**src/sv/dq_pkg.sv**
```systemverilog
// ----------------------------------------------------------------------------
// dq_pkg - shared types and constants for the double-ended queue
// Field widths, action and status codes, and the controller/datapath bundles.
// ----------------------------------------------------------------------------
package dq_pkg;

  localparam int DEPTH_DEF = 32;

  localparam int ACTION_W = 3;
  localparam int VALUE_W  = 32;
  localparam int STATUS_W = 2;
  localparam int COUNT_W  = 6;

  typedef logic [ACTION_W-1:0] action_t;
  typedef logic [STATUS_W-1:0] status_t;

  localparam action_t ACT_PUSH_FRONT = 3'd0;
  localparam action_t ACT_PUSH_BACK  = 3'd1;
  localparam action_t ACT_POP_FRONT  = 3'd2;
  localparam action_t ACT_POP_BACK   = 3'd3;
  localparam action_t ACT_DUMP       = 3'd4;

  localparam status_t ST_OK    = 2'd0;
  localparam status_t ST_FULL  = 2'd1;
  localparam status_t ST_EMPTY = 2'd2;

  // controller -> datapath
  typedef struct packed {
    logic    push_front;
    logic    push_back;
    logic    pop_front;
    logic    pop_back;
    logic    dump_start;
    logic    dump_read;
    logic    dump_step;
    logic    load_out;
    logic    use_data;
    logic    out_last;
    status_t out_status;
  } dq_cmd_t;

  // datapath -> controller
  typedef struct packed {
    logic empty;
    logic full;
    logic out_free;
    logic dump_last;
  } dq_stat_t;

endpackage

```
**src/sv/dq_in_if.sv**
```systemverilog
// ----------------------------------------------------------------------------
// dq_in_if - request channel of the double-ended queue
// Carries one action word with its push value under a valid/ready handshake.
// ----------------------------------------------------------------------------
interface dq_in_if;
  logic                              valid;
  logic                              ready;
  dq_pkg::action_t                   action;
  logic signed [dq_pkg::VALUE_W-1:0] value;

  modport source (output valid, action, value, input ready);
  modport sink   (input valid, action, value, output ready);
endinterface

```
**src/sv/dq_out_if.sv**
```systemverilog
// ----------------------------------------------------------------------------
// dq_out_if - result channel of the double-ended queue
// Carries one result word (status, value, last flag, count) under valid/ready.
// ----------------------------------------------------------------------------
interface dq_out_if;
  logic                              valid;
  logic                              ready;
  dq_pkg::status_t                   status;
  logic signed [dq_pkg::VALUE_W-1:0] value_res;
  logic                              last;
  logic [dq_pkg::COUNT_W-1:0]        count;

  modport source (output valid, status, value_res, last, count, input ready);
  modport sink   (input valid, status, value_res, last, count, output ready);
endinterface

```
**src/sv/dq_ctrl.sv**
```systemverilog
// ----------------------------------------------------------------------------
// dq_ctrl - sequencing state machine of the double-ended queue
// Decodes the action, issues datapath commands and steps through dumps.
// ----------------------------------------------------------------------------
module dq_ctrl (
  input  logic             clk,
  input  logic             rst_n,
  input  logic             in_valid,
  input  dq_pkg::action_t  in_action,
  output logic             in_ready,
  input  dq_pkg::dq_stat_t stat,
  output dq_pkg::dq_cmd_t  cmd
);

  localparam logic [2:0] S_IDLE = 3'd0;
  localparam logic [2:0] S_STAT = 3'd1;
  localparam logic [2:0] S_POUT = 3'd2;
  localparam logic [2:0] S_DRD  = 3'd3;
  localparam logic [2:0] S_DOUT = 3'd4;

  logic [2:0]      state_r, state_nxt;
  dq_pkg::status_t stat_code_r, stat_code_nxt;

  always_ff @(posedge clk) begin
    if (!rst_n) begin
      state_r     <= S_IDLE;
      stat_code_r <= dq_pkg::ST_OK;
    end else begin
      state_r     <= state_nxt;
      stat_code_r <= stat_code_nxt;
    end
  end

  always_comb begin
    state_nxt     = state_r;
    stat_code_nxt = stat_code_r;
    cmd           = '0;
    in_ready      = 1'b0;
    case (state_r)
      S_IDLE: begin
        in_ready = 1'b1;
        if (in_valid) begin
          case (in_action)
            dq_pkg::ACT_PUSH_FRONT, dq_pkg::ACT_PUSH_BACK: begin
              state_nxt = S_STAT;
              if (stat.full) begin
                stat_code_nxt = dq_pkg::ST_FULL;
              end else begin
                stat_code_nxt  = dq_pkg::ST_OK;
                cmd.push_front = (in_action == dq_pkg::ACT_PUSH_FRONT);
                cmd.push_back  = (in_action == dq_pkg::ACT_PUSH_BACK);
              end
            end
            dq_pkg::ACT_POP_FRONT, dq_pkg::ACT_POP_BACK: begin
              if (stat.empty) begin
                stat_code_nxt = dq_pkg::ST_EMPTY;
                state_nxt     = S_STAT;
              end else begin
                cmd.pop_front = (in_action == dq_pkg::ACT_POP_FRONT);
                cmd.pop_back  = (in_action == dq_pkg::ACT_POP_BACK);
                state_nxt     = S_POUT;
              end
            end
            dq_pkg::ACT_DUMP: begin
              if (stat.empty) begin
                stat_code_nxt = dq_pkg::ST_EMPTY;
                state_nxt     = S_STAT;
              end else begin
                cmd.dump_start = 1'b1;
                state_nxt      = S_DRD;
              end
            end
            default: begin
              state_nxt = S_IDLE;
            end
          endcase
        end
      end
      S_STAT: begin
        if (stat.out_free) begin
          cmd.load_out   = 1'b1;
          cmd.out_status = stat_code_r;
          cmd.out_last   = 1'b1;
          state_nxt      = S_IDLE;
        end
      end
      S_POUT: begin
        if (stat.out_free) begin
          cmd.load_out   = 1'b1;
          cmd.out_status = dq_pkg::ST_OK;
          cmd.use_data   = 1'b1;
          cmd.out_last   = 1'b1;
          state_nxt      = S_IDLE;
        end
      end
      S_DRD: begin
        cmd.dump_read = 1'b1;
        state_nxt     = S_DOUT;
      end
      S_DOUT: begin
        if (stat.out_free) begin
          cmd.load_out   = 1'b1;
          cmd.out_status = dq_pkg::ST_OK;
          cmd.use_data   = 1'b1;
          cmd.out_last   = stat.dump_last;
          cmd.dump_step  = 1'b1;
          state_nxt      = stat.dump_last ? S_IDLE : S_DRD;
        end
      end
      default: begin
        state_nxt = S_IDLE;
      end
    endcase
  end

endmodule

```
**src/sv/dq_datapath.sv**
```systemverilog
// ----------------------------------------------------------------------------
// dq_datapath - ring buffer storage, pointers and result register
// Holds the entry memory, front index, count, dump walker and output word.
// ----------------------------------------------------------------------------
module dq_datapath #(
  parameter int DEPTH = dq_pkg::DEPTH_DEF
) (
  input  logic                              clk,
  input  logic                              rst_n,
  input  logic signed [dq_pkg::VALUE_W-1:0] in_value,
  input  dq_pkg::dq_cmd_t                   cmd,
  output dq_pkg::dq_stat_t                  stat,
  dq_out_if.source                          out_ch
);

  localparam int IW = $clog2(DEPTH);
  localparam int CW = $clog2(DEPTH + 1);
  localparam int SW = IW + 1;
  localparam logic [IW-1:0] LAST_IDX = IW'(DEPTH - 1);
  localparam logic [SW-1:0] DEPTH_S  = SW'(DEPTH);
  localparam logic [CW-1:0] DEPTH_C  = CW'(DEPTH);

  logic [dq_pkg::VALUE_W-1:0] mem_r [DEPTH];
  logic [dq_pkg::VALUE_W-1:0] rd_data_r;

  logic [IW-1:0] front_r, front_nxt;
  logic [CW-1:0] count_r, count_nxt;
  logic [IW-1:0] dptr_r, dptr_nxt;
  logic [CW-1:0] rem_r, rem_nxt;

  logic                              out_valid_r;
  dq_pkg::status_t                   out_status_r;
  logic signed [dq_pkg::VALUE_W-1:0] out_value_r;
  logic                              out_last_r;
  logic [dq_pkg::COUNT_W-1:0]        out_count_r;

  logic [IW-1:0] front_dec, front_inc, dptr_inc, tail_pos, back_pos;
  logic [SW-1:0] sum_tail, sum_back;
  logic [IW-1:0] wr_addr, rd_addr;
  logic          wr_en, rd_en;
  logic [CW+dq_pkg::COUNT_W-1:0] cnt_ext;

  always_comb begin
    front_dec = (front_r == '0) ? LAST_IDX : front_r - 1'b1;
    front_inc = (front_r == LAST_IDX) ? '0 : front_r + 1'b1;
    dptr_inc  = (dptr_r == LAST_IDX) ? '0 : dptr_r + 1'b1;
    sum_tail  = {1'b0, front_r} + SW'(count_r);
    sum_back  = sum_tail - 1'b1;
    tail_pos  = (sum_tail >= DEPTH_S) ? IW'(sum_tail - DEPTH_S) : sum_tail[IW-1:0];
    back_pos  = (sum_back >= DEPTH_S) ? IW'(sum_back - DEPTH_S) : sum_back[IW-1:0];
  end

  assign wr_en   = cmd.push_front | cmd.push_back;
  assign wr_addr = cmd.push_front ? front_dec : tail_pos;
  assign rd_en   = cmd.pop_front | cmd.pop_back | cmd.dump_read;
  assign rd_addr = cmd.pop_front ? front_r : (cmd.pop_back ? back_pos : dptr_r);

  always_ff @(posedge clk) begin
    if (wr_en) begin
      mem_r[wr_addr] <= in_value;
    end
    if (rd_en) begin
      rd_data_r <= mem_r[rd_addr];
    end
  end

  always_comb begin
    front_nxt = front_r;
    count_nxt = count_r;
    dptr_nxt  = dptr_r;
    rem_nxt   = rem_r;
    if (cmd.push_front) begin
      front_nxt = front_dec;
    end
    if (cmd.pop_front) begin
      front_nxt = front_inc;
    end
    if (wr_en) begin
      count_nxt = count_r + 1'b1;
    end
    if (cmd.pop_front || cmd.pop_back) begin
      count_nxt = count_r - 1'b1;
    end
    if (cmd.dump_start) begin
      dptr_nxt = front_r;
      rem_nxt  = count_r;
    end
    if (cmd.dump_step) begin
      dptr_nxt = dptr_inc;
      rem_nxt  = rem_r - 1'b1;
    end
  end

  always_ff @(posedge clk) begin
    if (!rst_n) begin
      front_r <= '0;
      count_r <= '0;
      dptr_r  <= '0;
      rem_r   <= '0;
    end else begin
      front_r <= front_nxt;
      count_r <= count_nxt;
      dptr_r  <= dptr_nxt;
      rem_r   <= rem_nxt;
    end
  end

  assign cnt_ext = {{dq_pkg::COUNT_W{1'b0}}, count_r};

  always_ff @(posedge clk) begin
    if (!rst_n) begin
      out_valid_r <= 1'b0;
    end else if (cmd.load_out) begin
      out_valid_r <= 1'b1;
    end else if (out_ch.ready) begin
      out_valid_r <= 1'b0;
    end
  end

  always_ff @(posedge clk) begin
    if (cmd.load_out) begin
      out_status_r <= cmd.out_status;
      out_value_r  <= cmd.use_data ? rd_data_r : '0;
      out_last_r   <= cmd.out_last;
      out_count_r  <= cnt_ext[dq_pkg::COUNT_W-1:0];
    end
  end

  assign out_ch.valid     = out_valid_r;
  assign out_ch.status    = out_status_r;
  assign out_ch.value_res = out_value_r;
  assign out_ch.last      = out_last_r;
  assign out_ch.count     = out_count_r;

  assign stat.empty     = (count_r == '0);
  assign stat.full      = (count_r == DEPTH_C);
  assign stat.out_free  = !out_valid_r || out_ch.ready;
  assign stat.dump_last = (rem_r == CW'(1));

  a_count_bound: assert property (@(posedge clk) disable iff (!rst_n)
    count_r <= DEPTH_C)
    else $error("stored count above depth");

  a_front_bound: assert property (@(posedge clk) disable iff (!rst_n)
    front_r <= LAST_IDX)
    else $error("front index out of range");

  a_load_free: assert property (@(posedge clk) disable iff (!rst_n)
    cmd.load_out |-> (!out_valid_r || out_ch.ready))
    else $error("result word overwritten before taken");

  a_push_room: assert property (@(posedge clk) disable iff (!rst_n)
    (cmd.push_front || cmd.push_back) |-> (count_r != DEPTH_C))
    else $error("push into full queue");

  a_pop_data: assert property (@(posedge clk) disable iff (!rst_n)
    (cmd.pop_front || cmd.pop_back || cmd.dump_start) |-> (count_r != '0))
    else $error("read from empty queue");

  a_dump_rem: assert property (@(posedge clk) disable iff (!rst_n)
    cmd.dump_read |-> (rem_r != '0 && rem_r <= count_r))
    else $error("dump walker out of range");

endmodule

```
**src/sv/double_ended_queue.sv**
```systemverilog
// ----------------------------------------------------------------------------
// double_ended_queue - bounded deque of signed 32-bit words
// Push/pop at either end plus a front-to-back dump, on a ring buffer.
// ----------------------------------------------------------------------------
// Each request word carries an action: push front, push back, pop front, pop
// back or dump; codes five to seven are taken and dropped without a result.
// A push or pop gives one result word. The block accepts the request and
// touches the entry memory, then loads the result register once it is free,
// and takes no new request until that is done. In a dump, each stored word
// goes through the memory's registered read before it is loaded into the
// result register. A request is taken only while the sequencer is idle; a
// finished result may still be waiting in the result register at that time.
// DEPTH sets the capacity (2 to 64); count is reported in its low six bits.
module double_ended_queue #(
  parameter int DEPTH = dq_pkg::DEPTH_DEF
) (
  input  logic     clk,
  input  logic     rst_n,
  dq_in_if.sink    in_ch,
  dq_out_if.source out_ch
);

  dq_pkg::dq_cmd_t  cmd;
  dq_pkg::dq_stat_t stat;
  logic             in_ready;

  assign in_ch.ready = in_ready;

  dq_ctrl u_ctrl (
    .clk       (clk),
    .rst_n     (rst_n),
    .in_valid  (in_ch.valid),
    .in_action (in_ch.action),
    .in_ready  (in_ready),
    .stat      (stat),
    .cmd       (cmd)
  );

  dq_datapath #(
    .DEPTH (DEPTH)
  ) u_datapath (
    .clk      (clk),
    .rst_n    (rst_n),
    .in_value (in_ch.value),
    .cmd      (cmd),
    .stat     (stat),
    .out_ch   (out_ch)
  );

endmodule

```
**src/flat_wrapper.sv**
```systemverilog
// flat-port wrapper written by rule: the top's interface ports become plain ports
module double_ended_queue_flat 
#(
  parameter int DEPTH = dq_pkg::DEPTH_DEF
)
  (clk, rst_n, in_ch_valid, in_ch_action, in_ch_value, in_ch_ready, out_ch_valid, out_ch_status, out_ch_value_res, out_ch_last, out_ch_count, out_ch_ready);
  dq_in_if in_ch_i ();
  dq_out_if out_ch_i ();
  input  logic clk;
  input  logic rst_n;
  input wire logic [$bits(in_ch_i.valid)-1:0] in_ch_valid;
  input wire logic [$bits(in_ch_i.action)-1:0] in_ch_action;
  input wire logic [$bits(in_ch_i.value)-1:0] in_ch_value;
  output wire logic [$bits(in_ch_i.ready)-1:0] in_ch_ready;
  output wire logic [$bits(out_ch_i.valid)-1:0] out_ch_valid;
  output wire logic [$bits(out_ch_i.status)-1:0] out_ch_status;
  output wire logic [$bits(out_ch_i.value_res)-1:0] out_ch_value_res;
  output wire logic [$bits(out_ch_i.last)-1:0] out_ch_last;
  output wire logic [$bits(out_ch_i.count)-1:0] out_ch_count;
  input wire logic [$bits(out_ch_i.ready)-1:0] out_ch_ready;
  assign in_ch_i.valid = in_ch_valid;
  assign in_ch_i.action = in_ch_action;
  assign in_ch_i.value = in_ch_value;
  assign in_ch_ready = in_ch_i.ready;
  assign out_ch_valid = out_ch_i.valid;
  assign out_ch_status = out_ch_i.status;
  assign out_ch_value_res = out_ch_i.value_res;
  assign out_ch_last = out_ch_i.last;
  assign out_ch_count = out_ch_i.count;
  assign out_ch_i.ready = out_ch_ready;
  double_ended_queue #(.DEPTH(DEPTH)) u_core (.clk(clk), .rst_n(rst_n), .in_ch(in_ch_i), .out_ch(out_ch_i));
endmodule
```
**config.mk**
```make
export PLATFORM = sky130hd
export DESIGN_NAME = double_ended_queue_flat
export DESIGN_NICKNAME = d
export VERILOG_FILES = /design/src/sv/dq_pkg.sv /design/src/sv/dq_in_if.sv /design/src/sv/dq_out_if.sv /design/src/sv/dq_ctrl.sv /design/src/sv/dq_datapath.sv /design/src/sv/double_ended_queue.sv /design/src/flat_wrapper.sv
export SDC_FILE = /design/constraint.sdc
export NUM_CORES = 1
export LEC_CHECK = 0
export BUFFER_PORTS_ARGS = -buffer_cell sky130_fd_sc_hd__clkbuf_2
export CAP_MARGIN = 20
export CORE_UTILIZATION = 45
export CTS_CLUSTER_SIZE = 25
export DETAILED_ROUTE_END_ITERATION = 8
export GPL_TIMING_DRIVEN = 0
export PLACE_DENSITY = 0.62
export SYNTH_ARGS = -nofsm -noshare
export SYNTH_HDL_FRONTEND = slang
export SYNTH_SLANG_ARGS = --single-unit
```
**constraint.sdc**
```tcl
create_clock -name clk -period 4.59 [get_ports clk]
set_input_delay 0.6885 -clock clk [delete_from_list [all_inputs] [get_ports clk]]
set_output_delay 0.6885 -clock clk [all_outputs]
set_load 0.01 [all_outputs]
```
==> results of run 1 <==
[power breakdown]
| part | total, mW | switching, mW | internal, mW | leakage (nW) |
|---|---|---|---|---|
| Sequential | 11.4 | 0.0330 | 11.4 | 10.1 |
| Clock | 9.14 | 3.91 | 5.23 | 1.79 |
| Combinational | 0.953 | 0.701 | 0.253 | 4.61 |
| Total | 21.5 | 4.64 | 16.9 | 16.5 |
[worst paths after layout]
| check | endpoint | depth (start not counted) | slack (ps) | start |
|---|---|---|---|---|
| max | u_core.u_datapath.rd_data_r[28] | 13 | 80 | u_core.u_datapath.count_r[0] |
| min reg2reg | u_core.u_datapath.rem_r[5] | 1 | 480 | u_core.u_datapath.rem_r[5] |
| min | u_core.u_datapath.dptr_r[0] | 2 | 340 | rst_n |
| max reg2reg | u_core.u_datapath.rd_data_r[28] | 13 | 80 | u_core.u_datapath.count_r[0] |
[what timing repair did]
action	CTS	global route
gates resized for setup	50	22
pin swaps	2	1
setup buffers	2	0
setup endpoints to repair	32	14
hold buffers	0	0
[logic make-up (layout without fill, tap and decap cells)]
family                     Yosys count  after routing
AOI/OAI and AO/OA                  334            334
xor gates and xnor gates            18             18
adders and majority gates           18             18
buffers and inverters              208            541
DFF                               1125           1125
muxes                              143            143
other                                0              1
and+or+nand+nor                   1248           1248
[metal layers]
metal | routed length (microns) | vias to the layer above | global-route usage
li1 | - | 12200 | -
met1 | 53100 | 14000 | 0.363
met2 | 61500 | 1409 | 0.413
met3 | 11600 | 216 | 0.0407
met4 | 3840 | 0 | 0.0920
met5 | 0 | - | 0
[through the flow]
step                instance area, sq um  hold WS, ps  std cells   util  setup WS, ps
detailed placement                 47300          462       4488  0.487          -501
floorplan                          44300          436       3094      -           380
global route                       51100          335       4703  0.526          4.14
global placement                   46300          469       4451  0.477         -2070
CTS                                51100          308       4702  0.526          93.1
finish                             51100          337       4704  0.526          76.2
[final cells by class]
cell class	count	area [sq um]	share of cell area
Clock inverter	73	702	0.0137
Inverter	19	71.3	0.00139
Timing Repair Buffer	121	1180	0.0231
Tap cell	1276	1600	0.0312
Antenna cell	1	2.50	0.0000489
Sequential cell	1125	33500	0.655
Clock buffer	139	2950	0.0576
Multi-Input combinational cell	1761	10200	0.200
Buffer	189	893	0.0175
[flip-flops by register name (all words and copies together), names as in the netlist, 5 cells and up]
register / count
u_core.u_datapath.rd_data_r: 32
u_core.u_datapath.out_ch.value_res: 32
u_core.u_datapath.dptr_r: 5
u_core.u_datapath.count_r: 6
u_core.u_datapath.mem_r: 1024
u_core.u_datapath.rem_r: 6
u_core.u_datapath.front_r: 5
u_core.u_datapath.out_ch.count: 6
[cells in the final DEF, fill, tap and decap left out, types with 24 or more instances in the layout]
cell type / Yosys / final
a2111oi_2: 30 / 30
a211oi_1: 36 / 32
a21oi_1: 24 / 24
a31oi_1: 66 / 66
a32oi_1: 128 / 128
and2_1: 37 / 37
buf_12: 0 / 30
buf_2: 72 / 70
clkbuf_1: 96 / 83
clkbuf_16: 0 / 114
clkbuf_2: 0 / 117
clkinv_1: 0 / 25
clkinv_2: 0 / 24
dfxtp_1: 28 / 27
edfxtp_1: 1097 / 1097
mux2i_1: 138 / 138
nand2_1: 798 / 797
nand3_1: 267 / 267
nand4_1: 32 / 32
nor2_1: 70 / 37
nor2_4: 0 / 33
[worst register-to-register path, cell delays in order (launching register included)]
cell and delay, ps:
dfxtp_2 440, ha_1 230, fa_1 480, inv_1 130, ha_1 190, xor3_1 410, mux2_2 280, mux2_2 280
nor2_1 160, buf_2 360, buf_1 720, nand3_1 180, nand4_1 220, a2111oi_2 100
==> metrics.md, run 1 <==
| Metric | Value |
|---|---|
| Total clock sinks | `~1100` |
| Final Setup Violations | `0` |
| Peak supply drop | `0.000297 V` |
| Synth unique cells | `58` |
| Initial Utilization | `0.456` |
| Core area | `97100 sq um` |
| Pwr/cell area | `421 nW/um^2` |
| Critical path launch point type | `flip-flop` |
| Synth area leaders | `edfxtp_1 74%, nand2_1 6.8%, mux2i_1 3.1%, nand3_1 3.0%, a32oi_1 2.5%` |
| Main combinational cell family by area after synthesis | `simple AND/OR/NAND/NOR gates` |
| Routed WL | `130000 microns` |
| Slew Limit Fails | `0` |
| Vias in the first global route | `26400` |
| Delay-heaviest family, CP | `buffers and inverters` |
| Warning count from the yosys run | `0` |
| Initial antenna violation count | `5` |
| Detail Route Antenna Nets | `0` |
| H-tree Lvls | `3` |
| Setup TNS Final | `0 ps` |
| Mapped Avg Cell Area | `14.3 sq um` |
| Net count after synthesis | `3151` |
| First-pass detailed-route iteration total | `5` |
| Clock tree buffer depth | `3` |
| Seq/Total Area, Yosys | `0.756` |
| Num rows | `114` |
| Total GRT Usage | `0.259` |
| Arr. time, crit path | `4910 ps` |
| Total power | `about 22 mW` |
| CP max stage delay | `720 ps` |
| Buf/Inv on CP | `3` |
| EDFF count, synth | `roughly 1100` |
| First-pass GRT wire length | `184000 microns` |
| Max cap viols | `0` |
| Die area | `99700 sq um` |
| GPL Wtd Cong | `0.852` |
| Worst slew margin | `0.254` |
| Die X-Extent | `316 microns` |
| Dpl hpwl | `between 80000 and 90000 microns` |
| Slew @ Worst Pin | `between 1000 and 1500 ps` |
| Layout cells sized above 1 | `0.141` |
| # DRC | `0` |
| Remaining global-route overflow | `0` |
| TritonCTS buffer count | `113` |
| Post-Synth Adder-Cell Area | `0.00542` |
| Simple-gate share of the synthesized area | `0.120` |
| Synth top area share | `0.744` |
| Setup CP Type | `reg2reg` |
| Die Y | `between 300 and 400 microns` |
| Outcome | `finished, final reports clean` |
| IO buf count | `81` |
| Critical-path top delay cell | `buf_1` |
| Largest area contributor in the netlist | `edfxtp_1` |
| Mapped cell area | `44300 sq um` |
| Critical-path cell list | `ha_1 > fa_1 > inv_1 > ha_1 > xor3_1 > mux2_2 > mux2_2 > nor2_1 > buf_2 > buf_1 > nand3_1 > nand4_1 > a2111oi_2` |
| Worst Hold Class | `in2reg` |
| Commonest cells post-synth | `1097 x edfxtp_1, 798 x nand2_1, 267 x nand3_1` |
| Vias | `27800` |
| Critical Path RT | `4980 ps` |
| CTS Root Cell | `clkbuf_16` |
| Synth Area in XOR/XNOR | `0.00421` |
| Synthesized instance count | `roughly 3100` |
| Crit path max fanout | `10` |
| Mux contribution to synthesized area | `0.0327` |
| 1st-iter DRT viols | `between 3000 and 4000` |
| CTS tree | `built` |
| Ys async rst share | `0` |
| Unrepaired setup endpoints after global routing | `no` |
| Largest net degree at the start of global routing | `33` |
| Synth Area in Compound Gates | `0.0616` |
| Min cycle time layout | `4510 ps` |
| Avg WL per Cell | `27.6 microns` |
| Fmax | `0.222 GHz` |
| # IOs | `82` |
| Clk Latency, worst-skew pair | `700 ps` |
| Vias/cell | `5.90` |
| Area grow syn2layout | `15.4%` |
| Count leader, synth | `edfxtp_1` |
| Clock Skew | `24.5 ps` |
| Fin crit share | `0.983` |
| Final hold viol count | `0` |
| CP endpoint kind | `flip-flop` |
| Post-synth top flop | `edfxtp_1` |
| FILL cells | `7871` |
| Layout Nets | `3387` |
| Clk slew on worst S/H paths | `60 ps` |
| Seq cells post-synth | `around 1100` |
| Leak | `16.5 nW` |
(Power assumes the default switching activity.)
==> run 2, diff against run 1 <==
--- a/config.mk
+++ b/config.mk
@@ -8,6 +8,7 @@
 export BUFFER_PORTS_ARGS = -buffer_cell sky130_fd_sc_hd__clkbuf_2
 export CAP_MARGIN = 20
 export CORE_UTILIZATION = 45
+export CTS_BUF_LIST = sky130_fd_sc_hd__clkbuf_16
 export CTS_CLUSTER_SIZE = 25
 export DETAILED_ROUTE_END_ITERATION = 8
 export GPL_TIMING_DRIVEN = 0
==> metrics.md, run 2 (same netlist as run 1, synthesis figures left out) <==
| Metric | Value |
|---|---|
| Num rows | `~110` |
| # DRC | `0` |
| Critical path launch point type | `flip-flop` |
| Commonest non-fill, non-tap cell in the layout | `edfxtp_1` |
| Max reg flops | `1024` |
| Hold WS | `330 ps` |
| CP Capture Point | `u_core.u_datapath.rd_data_r[4]` |
| Remaining global-route overflow | `0` |
| Max cap viols | `0` |
| First-pass GRT wire length | `184000 microns` |
| Fmax | `0.223 GHz` |
| Worst Hold Class | `in2reg` |
| Footprint of the multi-input gates | `just over 10000 sq um` |
| Dpl hpwl | `86900 microns` |
| Vias in the first global route | `26400` |
| FF+latch area | `33500 sq um` |
| FILL cells | `a little under 8000` |
| Initial Utilization | `0.456` |
| Vias | `roughly 28000` |
| # IOs | `82` |
| Non-filler cells, final | `roughly 4700` |
| GPL Wtd Cong | `approximately 0.85` |
| Area grow syn2layout | `15.4%` |
| Setup ws final | `around 100 ps` |
| Final core occ | `0.526` |
| Vias/cell | `5.93` |
| Slew @ Worst Pin | `about 1100 ps` |
| CP startpoint | `u_core.u_datapath.count_r[1]` |
| Arr. time, crit path | `4920 ps` |
| Clock tree buffer depth | `3` |
| CTS tree | `built` |
| Min cycle time layout | `4490 ps` |
| Total clock sinks | `about 1100` |
| Clk Latency, worst-skew pair | `a little over 700 ps` |
| Total GRT Usage | `0.259` |
| Worst slew margin | `0.243` |
| 1st-iter DRT viols | `between 3000 and 4000` |
| Worst reg2reg path depth | `10` |
| Register bank with the most flops | `u_core.u_datapath.mem_r` |
| Total power | `21.5 mW` |
| Placed Area | `~47000 sq um` |
| Crit path max fanout | `13` |
| Critical Path RT | `5020 ps` |
| Layout Nets | `approximately 3400` |
| CTS Root Cell | `clkbuf_16` |
| Clock Skew | `approximately 26 ps` |
| Worst slack, placed | `-501 ps` |
| Core area | `roughly 100000 sq um` |
| Worst reg2reg startpoint | `u_core.u_datapath.count_r[1]` |
| R2R Setup Slk | `100 ps` |
| Layout cells sized above 1 | `0.141` |
| Final Setup Violations | `0` |
| Final hold viol count | `0` |
| Outcome | `finished, final reports clean` |
| Die Y | `316 microns` |
| IO buf count | `81` |
| Post-Layout Inst Area | `51100 sq um` |
| Setup TNS Final | `0 ps` |
| Die X-Extent | `between 300 and 400 microns` |
| Initial antenna violation count | `5` |
| H-tree Lvls | `3` |
| Avg WL per Cell | `27.6 microns` |
| Unrepaired setup endpoints after global routing | `no` |
| First-pass detailed-route iteration total | `6` |
| Routed WL | `130000 microns` |
| Clk slew on worst S/H paths | `60 ps` |
| CP endpoint kind | `flip-flop` |
| Die area | `99700 sq um` |
| Slew Limit Fails | `0` |
| Leak | `16.6 nW` |
| CTS Hold Buffers Added | `0` |
| Inst Count DP | `approximately 4500` |
| Peak supply drop | `0.000298 V` |
| Setup CP Type | `reg2reg` |
| Fin crit share | `0.978` |
| TritonCTS buffer count | `roughly 110` |
| Most frequent cells in the layout | `1097 x edfxtp_1, 797 x nand2_1, 267 x nand3_1` |
| ANT cells | `0` |
| Pwr/cell area | `420 nW/um^2` |
| Largest net degree at the start of global routing | `33` |
| R2R Path End | `u_core.u_datapath.rd_data_r[4]` |
| Detail Route Antenna Nets | `0` |
[run 2: worst min path at each step]
stage	slack, ps	depth (start not counted)	to	from
global placement	470	2	u_core.u_ctrl.stat_code_r[0]	u_core.u_ctrl.stat_code_r[0]
CTS	310	2	u_core.u_datapath.dptr_r[0]	rst_n
finish	330	2	u_core.u_datapath.dptr_r[0]	rst_n
floorplan	440	1	u_core.u_datapath.rem_r[5]	u_core.u_datapath.rem_r[5]
detailed placement	460	1	u_core.u_datapath.rem_r[5]	u_core.u_datapath.rem_r[5]
global route	340	2	u_core.u_datapath.dptr_r[0]	rst_n
[run 2: layout make-up]
cell class / count / share of cell area
Timing Repair Buffer: 121 / 0.0231
Multi-Input combinational cell: 1761 / 0.200
Inverter: 19 / 0.00140
Tap cell: 1276 / 0.0312
Sequential cell: 1125 / 0.655
Clock buffer: 114 / 0.0558
Buffer: 189 / 0.0175
Clock inverter: 98 / 0.0156
[run 2: timing repair]
action,in CTS,in global routing
endpoints found under the setup margin,32,14
resized for setup,50,22
buffers inserted,2,0
endpoints found under the hold margin,0,0
pin swaps,2,1
[run 2: metal layers]
layer	up-vias	track usage	share of wire
met5	-	0	0
met4	0	0.0920	0.032
met3	242	0.0407	0.091
met2	1482	0.413	0.47
met1	14000	0.363	0.41
li1	12200	-	-
[run 2: power breakdown]
| group | leakage (nW) | total (mW) | internal [mW] | switching [mW] |
|---|---|---|---|---|
| registers | 10.1 | 11.4 | 11.4 | 0.0325 |
| clock network | 1.89 | 9.09 | 5.18 | 3.91 |
| logic | 4.61 | 0.954 | 0.253 | 0.702 |
[run 2: critical path, cell delays in order, from the launching register on]
cell and delay (ps):
dfxtp_1 410, or4_4 590, o311a_1 360, buf_6 180
inv_2 200, nor3_1 100, a21oi_1 260, o21a_2 350
nor2_1 280, clkdlybuf4s15_1 740, a2111oi_4 720
